==> config.mk <==
export PLATFORM = sky130hd
export DESIGN_NAME = single_wire_humidity_sensor_reader
export DESIGN_NICKNAME = d
export VERILOG_FILES = /design/src/rtl/swhs_pkg.sv /design/src/rtl/swhs_fifo.sv /design/src/rtl/swhs_engine.sv /design/src/rtl/single_wire_humidity_sensor_reader.sv
export SDC_FILE = /design/constraint.sdc
export NUM_CORES = 1
export LEC_CHECK = 0
export ABC_CLOCK_PERIOD_IN_PS = 10300
export BUFFER_PORTS_ARGS = -buffer_cell sky130_fd_sc_hd__buf_2
export CAP_MARGIN = 20
export CORE_UTILIZATION = 35
export DETAILED_ROUTE_END_ITERATION = 8
export GPL_TIMING_DRIVEN = 0
export PLACE_DENSITY_LB_ADDON = 0.25
export SLEW_MARGIN = 30
export SYNTH_ARGS = -nofsm -noshare
export SYNTH_HDL_FRONTEND = slang
export SYNTH_SLANG_ARGS = --single-unit
==> constraint.sdc <==
create_clock -name clk -period 10.3 [get_ports clk]
set_clock_uncertainty 0.2 [all_clocks]
set_input_delay 2.06 -clock clk [delete_from_list [all_inputs] [get_ports clk]]
set_output_delay 2.06 -clock clk [all_outputs]
set_load 0.01 [all_outputs]
==> src/rtl/swhs_pkg.sv <==
// shared types and constants for the single-wire humidity sensor reader
// no dependencies; imported by swhs_engine and the reader top level
package swhs_pkg;

    localparam int FRAME_BITS    = 40;
    localparam int BIT_IDX_W     = 6;
    localparam int CNT_W_DEF     = 16;
    localparam int QUEUE_DEPTH   = 2;
    localparam int CFG_DATA_W    = 16;
    localparam int CFG_IDX_W     = 2;

    localparam logic [CFG_IDX_W-1:0] REG_START_LOW  = 2'd0;
    localparam logic [CFG_IDX_W-1:0] REG_RELEASE    = 2'd1;
    localparam logic [CFG_IDX_W-1:0] REG_BIT_SAMPLE = 2'd2;

    localparam logic [15:0] START_LOW_RST  = 16'd30000;
    localparam logic [7:0]  RELEASE_RST    = 8'd20;
    localparam logic [7:0]  BIT_SAMPLE_RST = 8'd35;

    typedef struct packed {
        logic start_req;
        logic line_level;
    } in_t;

    typedef struct packed {
        logic       drive_low;
        logic       busy_res;
        logic       frame_done;
        logic [7:0] humid_int;
        logic [7:0] humid_frac;
        logic [7:0] temp_int;
        logic [7:0] temp_frac;
        logic [7:0] checksum_rx;
        logic       checksum_ok;
        logic [7:0] fail_count;
    } res_t;

    function automatic logic sum_ok(input logic [FRAME_BITS-1:0] bytes);
        logic [7:0] s;
        s = bytes[39:32] + bytes[31:24] + bytes[23:16] + bytes[15:8];
        return s == bytes[7:0];
    endfunction

endpackage

==> src/rtl/swhs_fifo.sv <==
// short register queue with registered storage, used on both sides of the engine
// depends on nothing but its parameters
module swhs_fifo #(
    parameter int WIDTH = 2,
    parameter int DEPTH = 2
) (
    input  logic             clk,
    input  logic             rst_n,
    input  logic             wr,
    input  logic [WIDTH-1:0] din,
    output logic             full,
    input  logic             rd,
    output logic [WIDTH-1:0] dout,
    output logic             empty
);
    localparam int PTR_W = (DEPTH > 1) ? $clog2(DEPTH) : 1;
    localparam int CNT_W = $clog2(DEPTH + 1);
    localparam logic [PTR_W-1:0] PTR_LAST = PTR_W'(DEPTH - 1);
    localparam logic [CNT_W-1:0] CNT_FULL = CNT_W'(DEPTH);

    logic [WIDTH-1:0] mem_reg [DEPTH];
    logic [PTR_W-1:0] wr_ptr_reg, wr_ptr_next;
    logic [PTR_W-1:0] rd_ptr_reg, rd_ptr_next;
    logic [CNT_W-1:0] count_reg, count_next;
    logic             do_wr;
    logic             do_rd;

    assign full  = (count_reg == CNT_FULL);
    assign empty = (count_reg == '0);
    assign dout  = mem_reg[rd_ptr_reg];
    assign do_wr = wr && !full;
    assign do_rd = rd && !empty;

    always_comb
    begin
        wr_ptr_next = wr_ptr_reg;
        rd_ptr_next = rd_ptr_reg;
        count_next  = count_reg;
        if (do_wr)
        begin
            wr_ptr_next = (wr_ptr_reg == PTR_LAST) ? '0 : wr_ptr_reg + 1'b1;
        end
        if (do_rd)
        begin
            rd_ptr_next = (rd_ptr_reg == PTR_LAST) ? '0 : rd_ptr_reg + 1'b1;
        end
        if (do_wr && !do_rd)
        begin
            count_next = count_reg + 1'b1;
        end
        else if (do_rd && !do_wr)
        begin
            count_next = count_reg - 1'b1;
        end
    end

    always_ff @(posedge clk or negedge rst_n)
    begin
        if (!rst_n)
        begin
            wr_ptr_reg <= '0;
            rd_ptr_reg <= '0;
            count_reg  <= '0;
        end
        else
        begin
            wr_ptr_reg <= wr_ptr_next;
            rd_ptr_reg <= rd_ptr_next;
            count_reg  <= count_next;
        end
    end

    always_ff @(posedge clk)
    begin
        if (do_wr)
        begin
            mem_reg[wr_ptr_reg] <= din;
        end
    end

endmodule

==> src/rtl/swhs_engine.sv <==
// protocol engine: start pulse, response tracking, bit timing and frame check
// depends on swhs_pkg; takes one tick word per cycle from the front queue while the back queue is not full
module swhs_engine
    import swhs_pkg::*;
#(
    parameter int COUNT_WIDTH = CNT_W_DEF
) (
    input  logic                  clk,
    input  logic                  rst_n,
    input  logic                  cfg_we,
    input  logic [CFG_IDX_W-1:0]  cfg_index,
    input  logic [CFG_DATA_W-1:0] cfg_data,
    input  logic                  tick_valid,
    input  in_t                   tick,
    input  logic                  res_full,
    output logic                  tick_take,
    output res_t                  res
);
    localparam int CMP_W = (COUNT_WIDTH > 16) ? COUNT_WIDTH : 16;
    localparam logic [COUNT_WIDTH-1:0] CNT_MAX = '1;
    localparam logic [BIT_IDX_W-1:0] LAST_BITS = BIT_IDX_W'(FRAME_BITS);

    typedef enum logic [3:0] {
        PH_IDLE,
        PH_START_LOW,
        PH_RELEASE,
        PH_WAIT_RESP_LOW,
        PH_RESP_LOW,
        PH_RESP_HIGH,
        PH_BIT_RISE,
        PH_BIT_TIMING,
        PH_BIT_FALL
    } phase_t;

    phase_t                  phase_reg, phase_next;
    logic [COUNT_WIDTH-1:0]  tick_count_reg, tick_count_next, tick_inc;
    logic [BIT_IDX_W-1:0]    bit_index_reg, bit_index_next, bit_inc;
    logic [FRAME_BITS-1:0]   frame_shift_reg, frame_shift_next, shift_in;
    logic [FRAME_BITS-1:0]   held_reg, held_next;
    logic [7:0]              fail_reg, fail_next;
    logic [15:0]             start_low_reg;
    logic [7:0]              release_reg;
    logic [7:0]              bit_sample_reg;
    logic [CMP_W-1:0]        limit;
    logic                    reached;
    logic                    done;

    assign tick_take = tick_valid && !res_full;
    assign tick_inc  = (tick_count_reg != CNT_MAX) ? tick_count_reg + 1'b1 : tick_count_reg;
    assign bit_inc   = bit_index_reg + 1'b1;
    assign shift_in  = {frame_shift_reg[FRAME_BITS-2:0], tick.line_level};

    always_comb
    begin
        case (phase_reg)
            PH_START_LOW: limit = CMP_W'(start_low_reg);
            PH_RELEASE:   limit = CMP_W'(release_reg);
            default:      limit = CMP_W'(bit_sample_reg);
        endcase
    end

    assign reached = (CMP_W'(tick_inc) >= limit) || (tick_inc == CNT_MAX);

    always_comb
    begin
        phase_next       = phase_reg;
        tick_count_next  = tick_count_reg;
        bit_index_next   = bit_index_reg;
        frame_shift_next = frame_shift_reg;
        held_next        = held_reg;
        fail_next        = fail_reg;
        done             = 1'b0;
        case (phase_reg)
            PH_START_LOW:
            begin
                tick_count_next = tick_inc;
                if (reached)
                begin
                    phase_next      = PH_RELEASE;
                    tick_count_next = '0;
                end
            end
            PH_RELEASE:
            begin
                tick_count_next = tick_inc;
                if (reached)
                begin
                    phase_next      = PH_WAIT_RESP_LOW;
                    tick_count_next = '0;
                end
            end
            PH_WAIT_RESP_LOW:
            begin
                if (!tick.line_level)
                begin
                    phase_next = PH_RESP_LOW;
                end
            end
            PH_RESP_LOW:
            begin
                if (tick.line_level)
                begin
                    phase_next = PH_RESP_HIGH;
                end
            end
            PH_RESP_HIGH:
            begin
                if (!tick.line_level)
                begin
                    phase_next     = PH_BIT_RISE;
                    bit_index_next = '0;
                end
            end
            PH_BIT_RISE:
            begin
                if (tick.line_level)
                begin
                    phase_next      = PH_BIT_TIMING;
                    tick_count_next = '0;
                end
            end
            PH_BIT_TIMING:
            begin
                tick_count_next = tick_inc;
                if (reached)
                begin
                    tick_count_next  = '0;
                    frame_shift_next = shift_in;
                    if (bit_inc >= LAST_BITS)
                    begin
                        held_next      = shift_in;
                        done           = 1'b1;
                        fail_next      = sum_ok(shift_in) ? 8'd0 : fail_reg + 8'd1;
                        phase_next     = PH_IDLE;
                        bit_index_next = '0;
                    end
                    else
                    begin
                        bit_index_next = bit_inc;
                        phase_next     = tick.line_level ? PH_BIT_FALL : PH_BIT_RISE;
                    end
                end
            end
            PH_BIT_FALL:
            begin
                if (!tick.line_level)
                begin
                    phase_next = PH_BIT_RISE;
                end
            end
            default:
            begin
                phase_next = PH_IDLE;
                if (tick.start_req)
                begin
                    phase_next       = PH_START_LOW;
                    tick_count_next  = '0;
                    bit_index_next   = '0;
                    frame_shift_next = '0;
                end
            end
        endcase
    end

    always_comb
    begin
        res.drive_low   = (phase_next == PH_START_LOW);
        res.busy_res    = (phase_next != PH_IDLE);
        res.frame_done  = done;
        res.humid_int   = held_next[39:32];
        res.humid_frac  = held_next[31:24];
        res.temp_int    = held_next[23:16];
        res.temp_frac   = held_next[15:8];
        res.checksum_rx = held_next[7:0];
        res.checksum_ok = sum_ok(held_next);
        res.fail_count  = fail_next;
    end

    always_ff @(posedge clk or negedge rst_n)
    begin
        if (!rst_n)
        begin
            phase_reg       <= PH_IDLE;
            tick_count_reg  <= '0;
            bit_index_reg   <= '0;
            frame_shift_reg <= '0;
            held_reg        <= '0;
            fail_reg        <= '0;
            start_low_reg   <= START_LOW_RST;
            release_reg     <= RELEASE_RST;
            bit_sample_reg  <= BIT_SAMPLE_RST;
        end
        else
        begin
            if (tick_take)
            begin
                phase_reg       <= phase_next;
                tick_count_reg  <= tick_count_next;
                bit_index_reg   <= bit_index_next;
                frame_shift_reg <= frame_shift_next;
                held_reg        <= held_next;
                fail_reg        <= fail_next;
            end
            if (cfg_we)
            begin
                case (cfg_index)
                    REG_START_LOW:  start_low_reg  <= cfg_data;
                    REG_RELEASE:    release_reg    <= cfg_data[7:0];
                    REG_BIT_SAMPLE: bit_sample_reg <= cfg_data[7:0];
                    default:        ;
                endcase
            end
        end
    end

endmodule

==> src/rtl/single_wire_humidity_sensor_reader.sv <==
// single-wire humidity sensor reader: one result word per tick word
// a pushed word is held in the front queue; its result word is written to the back queue and popped from there
// throughput: one word per cycle while the back queue is not full; queues of DEPTH words
// asynchronous active-low reset: idle, all counters and held bytes zero,
// registers at their default values; no clearing pass
// depends on swhs_pkg, swhs_fifo and swhs_engine
module single_wire_humidity_sensor_reader
    import swhs_pkg::*;
#(
    parameter int COUNT_WIDTH = CNT_W_DEF,
    parameter int DEPTH       = QUEUE_DEPTH
) (
    input  logic                  clk,
    input  logic                  rst_n,
    input  logic                  push,
    input  in_t                   item,
    output logic                  full,
    input  logic                  pop,
    output res_t                  result,
    output logic                  empty,
    input  logic                  cfg_we,
    input  logic [CFG_IDX_W-1:0]  cfg_index,
    input  logic [CFG_DATA_W-1:0] cfg_data
);
    localparam int IN_W  = $bits(in_t);
    localparam int RES_W = $bits(res_t);

    logic [IN_W-1:0]  in_q;
    logic [RES_W-1:0] res_q;
    logic             in_empty;
    logic             res_full;
    logic             tick_take;
    in_t              tick;
    res_t             res;

    assign tick   = in_t'(in_q);
    assign result = res_t'(res_q);

    swhs_fifo #(
        .WIDTH (IN_W),
        .DEPTH (DEPTH)
    ) u_front (
        .clk   (clk),
        .rst_n (rst_n),
        .wr    (push),
        .din   (IN_W'(item)),
        .full  (full),
        .rd    (tick_take),
        .dout  (in_q),
        .empty (in_empty)
    );

    swhs_engine #(
        .COUNT_WIDTH (COUNT_WIDTH)
    ) u_engine (
        .clk        (clk),
        .rst_n      (rst_n),
        .cfg_we     (cfg_we),
        .cfg_index  (cfg_index),
        .cfg_data   (cfg_data),
        .tick_valid (!in_empty),
        .tick       (tick),
        .res_full   (res_full),
        .tick_take  (tick_take),
        .res        (res)
    );

    swhs_fifo #(
        .WIDTH (RES_W),
        .DEPTH (DEPTH)
    ) u_back (
        .clk   (clk),
        .rst_n (rst_n),
        .wr    (tick_take),
        .din   (RES_W'(res)),
        .full  (res_full),
        .rd    (pop),
        .dout  (res_q),
        .empty (empty)
    );

endmodule

# After elaboration in Yosys (flattened, before gate mapping)
# Memories as Yosys holds them, arrays and structs flattened.
# Cells that the tools add are included.
[word_totals]
ff_bits = 153
mem_bits_rw = 108
in_bits = 25
output_inout_bits = 54
word_cells = 144
n_memories = 2
[memory_table]
columns = ["memory", "depth", "width", "rd", "rd_clocked_by_memory_dff", "wr", "line", "text"]
rows = [
  ["u_back.mem_reg", 2, 52, 1, 0, 1, "swhs_fifo.sv:21", "logic [WIDTH-1:0] mem_reg [DEPTH];"],
  ["u_front.mem_reg", 2, 2, 1, 0, 1, "swhs_fifo.sv:21", ""],
]
[op_classes]
add_sub_neg = 17
order_cmp = 2
n_eq_ne = 20
n_mux = 47
n_bitwise = 3
n_reduce_logical = 38
[op_table]
columns = ["cell", "n"]
rows = [
  ["$mux 40", 3],
  ["$mux 39", 2],
  ["$pmux 39 s2", 1],
  ["$mux 16", 4],
  ["$add 8x8->8", 6],
  ["$pmux 16 s3", 1],
  ["$mux 4", 9],
  ["$mux 8", 4],
  ["$pmux 16 s2", 1],
  ["$pmux 4 s7", 1],
  ["$mux 6", 4],
  ["$pmux 6 s3", 1],
  ["$add 16x1->16 const B", 1],
  ["$eq 16x16->1 const B", 1],
  ["$eq 4x3->1 const B", 4],
  ["$eq 8x8->1", 2],
  ["$ge 16x16->1", 1],
  ["$ne 16x16->1 const B", 1],
  ["$mux 1", 12],
  ["$logic_and 1x1->1", 9],
  ["$add 8x1->8 const B", 1],
  ["$eq 4x1->1 const B", 2],
  ["$eq 4x2->1 const B", 2],
  ["$logic_not 1->1", 8],
  ["other kinds (25)", 46],
]

# Depth between registers and ports, before layout
[depth]
depth_word = 10
mapped_depth = 34
ltp_nobuf = 29

# Hierarchy
# Synthesis repeated with hierarchy kept, for this count alone.
[unflattened]
hier_cells = 1183
hier_area_um2 = 13673.1
[modules_own_cells]
columns = ["module", "instances", "cells_each", "area_per_inst_um2", "seq_area_each_um2"]
rows = [
  ["swhs_engine", 1, 976, 9130.0, 3643.5],
  ["swhs_fifo (u_back)", 1, 181, 4200.3, 3223.1],
  ["swhs_fifo (u_front)", 1, 25, 339.1, 220.2],
  ["single_wire_humidity_sensor_reader", 1, 1, 3.8, 0.0],
]

# Least setup slack after synthesis
# Ideal clock, no wire load.
[synth_timing]
path_kind = "register to register"
startpoint = "register u_engine.phase_reg[1]"
endpoint = "memory u_back.mem_reg[0][8] (netlist bit), data pin"
setup_time_ps = 137
arrival_time_ps = 6546
t_required_ps = 9963
path_slack_ps = 3417
stages_incl_launch_ff = 35
n_path_buf = 7
period_less_slack_ps = 6883
cell_sequence = "dfrtp_1 > clkbuf_1 > clkbuf_1 > clkbuf_1 > clkbuf_1 > nor2_1 > a21oi_1 > o22ai_1 > a21oi_1 > ha_1 > nand2b_1 > a21o_1 > a21oi_1 > o211ai_1 > a221o_1 > o211ai_1 > buf_4 > buf_4 > buf_2 > mux2i_1 > fa_1 > fa_1 > inv_1 > ha_1 > inv_1 > fa_1 > nor2b_1 > o21ai_0 > nand2b_1 > a21o_1 > a21oi_1 > xnor2_1 > xnor2_1 > nor4_1 > and3_1"
[synth_rtl]
columns = ["item", "line", "text"]
rows = [
  ["start: declaration", "swhs_engine.sv:35", "phase_t phase_reg, phase_next;"],
  ["start signal: assignment", "swhs_engine.sv:197", "phase_reg <= phase_next;"],
  ["end: declaration", "swhs_fifo.sv:21", ""],
]

==> impl_metrics.yaml <==
timing:
  max_slew.worst_pin.slew_ns: 0.902
  fin_tns_setup_ns: 0
  relSlewSlack_pct: 38.6
  finalCritPeriodShare_pct: 81.7
  fmax_ghz: 0.119
  drv_slew: 0
  rsz0062_at_grt: "no"
  setup_viol: 0
  hold_viol: 0
  whs_ns: 0.271
  fin_crit_ns: 8.42
logic_synthesis:
  synthFlopType: "dfrtp_1"
  synth_top_area_share_pct: 26.2
  yosysUniqueCellTypes: 69
  synth_cells: 1169
  synthesis.area_um2: 13500
  synth.most_common_cell: "nand2_1"
  async_reset_ff_share_pct: 58.6
  yosys-top-cells-count: "157 x nand2_1, 141 x dfrtp_1, 108 x edfxtp_1, 108 x mux2_2, 83 x o21ai_0"
  synth_edf_count: 108
  synthTopCellsByArea: "dfrtp_1 26%, edfxtp_1 24%, mux2_2 9.0%"
  ys.warnings.count: 0
  syn_area_per_cell_um2: 11.5
  yosysSeqAreaShare_pct: 52.5
  ys_ff_latch: 261
  synth.largest_area_cell: "dfrtp_1"
  synth.net_count: 1258
clock_tree:
  cts_sinks: 261
  worstSkewPairLatency_ns: 0.56
  cts.clk_slew.worst_paths_ns: 0.06
  cts_hold_buf: 0
  cts_resized: 0
  cts_max_level: 1
  cts_buffer_depth: 3
  cts_made_buffers: 29
  cts_tree: "done"
  post-cts-setup-buffer-count: 0
  cts_root_buf: "clkbuf_16"
place:
  placed_area_um2: 14700
  io_buffers: 78
  dp_hpwl_um: 22900
  finalWeightedCongestion: 0.835
grt:
  grt_max_degree: 79
  overflow: 0
  grt_pass1_wl_um: 50600
  gr-usage-all-layers_pct: 16.5
  antenna_found_initial: 0
  grt_pass1_vias: 9119
floorplanning:
  die_y_um: 198
  io_pins: 79
  die_area_um2: 39300
  initial_core_util_pct: 35.7
  num_rows: 71
  core-area_um2: 37800
  die_w_um: 198
setup_path:
  cp.arrival_ns: 8.63
  slowest_stage: "fa_1"
  cpPeakStageDelay_ns: 0.51
  end_kind: "register"
  critical_path.max_fanout: 10
  required_ns: 10.51
  crit_path_start_kind: "register"
  crit_type: "register to register"
  cp_num_buf_inv: 9
  cp_top_family: "buffers and inverters"
outcome:
  status: "finished, final reports clean"
layout:
  fin_area_um2: 15700
  largest_reg_flops: 104
  drive_gt1_share_pct: 22.1
  syn_to_final_growth_pct: 16.7
  final_nets: 1372
  antenna_cells: 0
route:
  vias: 9184
  viasPerCell: 5.05
  wl_um: 31500
  ant_nets: 0
  route.detailed.drc: 0
  first_pass_iters: 5
  wl_per_cell_um: 17.3
  drt_iter0_drc: 476
power_and_ir_drop:
  leakage_nw: 6.98
  p_total_mw: 4.10
  power_density_nw_per_um2: 260
  ir_drop_uv: 147
hold_path:
  hp-class: "register to register"
run:
  max_cap_violations: 0
metal layers:
| metal | routed length (um) | share of wire (%) | track usage, % |
|---|---|---|---|
| met5 | 0 | 0 | 0 |
| met4 | 550 | 1.7 | 4.42 |
| met3 | 1230 | 3.9 | 2.10 |
| met2 | 14800 | 47 | 27.0 |
| met1 | 15000 | 47 | 23.1 |
report_power, final:
group	leakage, nW	internal [mW]	switching (mW)
logic	3.48	0.568	0.887
registers	2.99	1.42	0.0906
clock network	0.508	0.691	0.440
total	6.98	2.68	1.42
layout by cell type (no fill, tap or decap), types with 5 or more instances in the layout:
cell type / Yosys / final
buf_16: 0 / 5
inv_1: 51 / 51
o221ai_1: 8 / 8
nand2_1: 157 / 157
o21ai_1: 5 / 5
xor2_1: 19 / 19
buf_2: 10 / 87
nor2b_1: 11 / 11
a22o_1: 29 / 29
fa_1: 28 / 28
ha_1: 36 / 36
edfxtp_1: 108 / 108
mux2_2: 108 / 108
o21a_1: 5 / 5
nand2b_1: 10 / 10
and3_1: 7 / 7
xnor2_1: 41 / 41
bufinv_16: 0 / 7
a31oi_1: 7 / 7
o21ai_0: 83 / 83
o22a_1: 5 / 5
clkbuf_1: 44 / 44
nand4_1: 10 / 10
mux2i_1: 25 / 25
a21oi_1: 33 / 33
o31ai_1: 7 / 7
nor2_1: 52 / 50
clkinv_2: 0 / 8
nand3_1: 21 / 21
clkbuf_16: 0 / 29
nor3_1: 19 / 18
dfrtp_1: 141 / 141
dfstp_2: 12 / 12
a21o_1: 13 / 13
tightest hold or removal path: stages (launching register included):
cell     delay (ns)
dfrtp_1        0.34
nand2_1        0.05
nand2_1        0.05
cell type report:
type,instances,area (um^2)
buffer,62,272
clock buffer,29,726
clock inverter,25,318
fill,3582,22000
inverter,52,195
multi-input combinational,794,5970
sequential,261,7090
tap,511,639
timing repair buffer,83,538
metrics by stage:
stage / utilization (%) / worst slack [ns] / std cells
global placement: 38.5 / 1.93 / 1758
CTS: 41.7 / 1.86 / 1817
detailed placement: 38.9 / 1.89 / 1763
finish: 41.7 / 1.88 / 1817
floorplan: - / 3.42 / 1169
global route: 41.7 / 1.33 / 1817
final timing paths:
path / endpoint / slack [ns] / startpoint / cells past startpoint
max: u_back.mem_reg[1][8] / 1.88 / u_engine.phase_reg[1] / 34
min in group asynchronous: u_engine.start_low_reg[7] / 1.29 / rst_n / 1
max in group asynchronous: u_engine.held_reg[25] / 7.78 / rst_n / 2
max reg2reg: u_back.mem_reg[1][8] / 1.88 / u_engine.phase_reg[1] / 34
min: u_engine.held_reg[37] / 0.27 / u_engine.held_reg[37] / 2
min reg2reg: u_engine.held_reg[37] / 0.27 / u_engine.held_reg[37] / 2
logic make-up after synthesis:
family                   after synthesis  synth area share, %
flip-flops                           261                 52.5
buffers and inverters                114                 3.46
AND/OR/NAND/NOR                      317                 11.1
multiplexers                         136                 11.2
XOR/XNOR                              60                 3.90
adder cells (fa/ha/maj)               64                 7.49
AO/OA/AOI/OAI                        217                 10.3
Note: power is estimated with default switching activity, not from simulation.
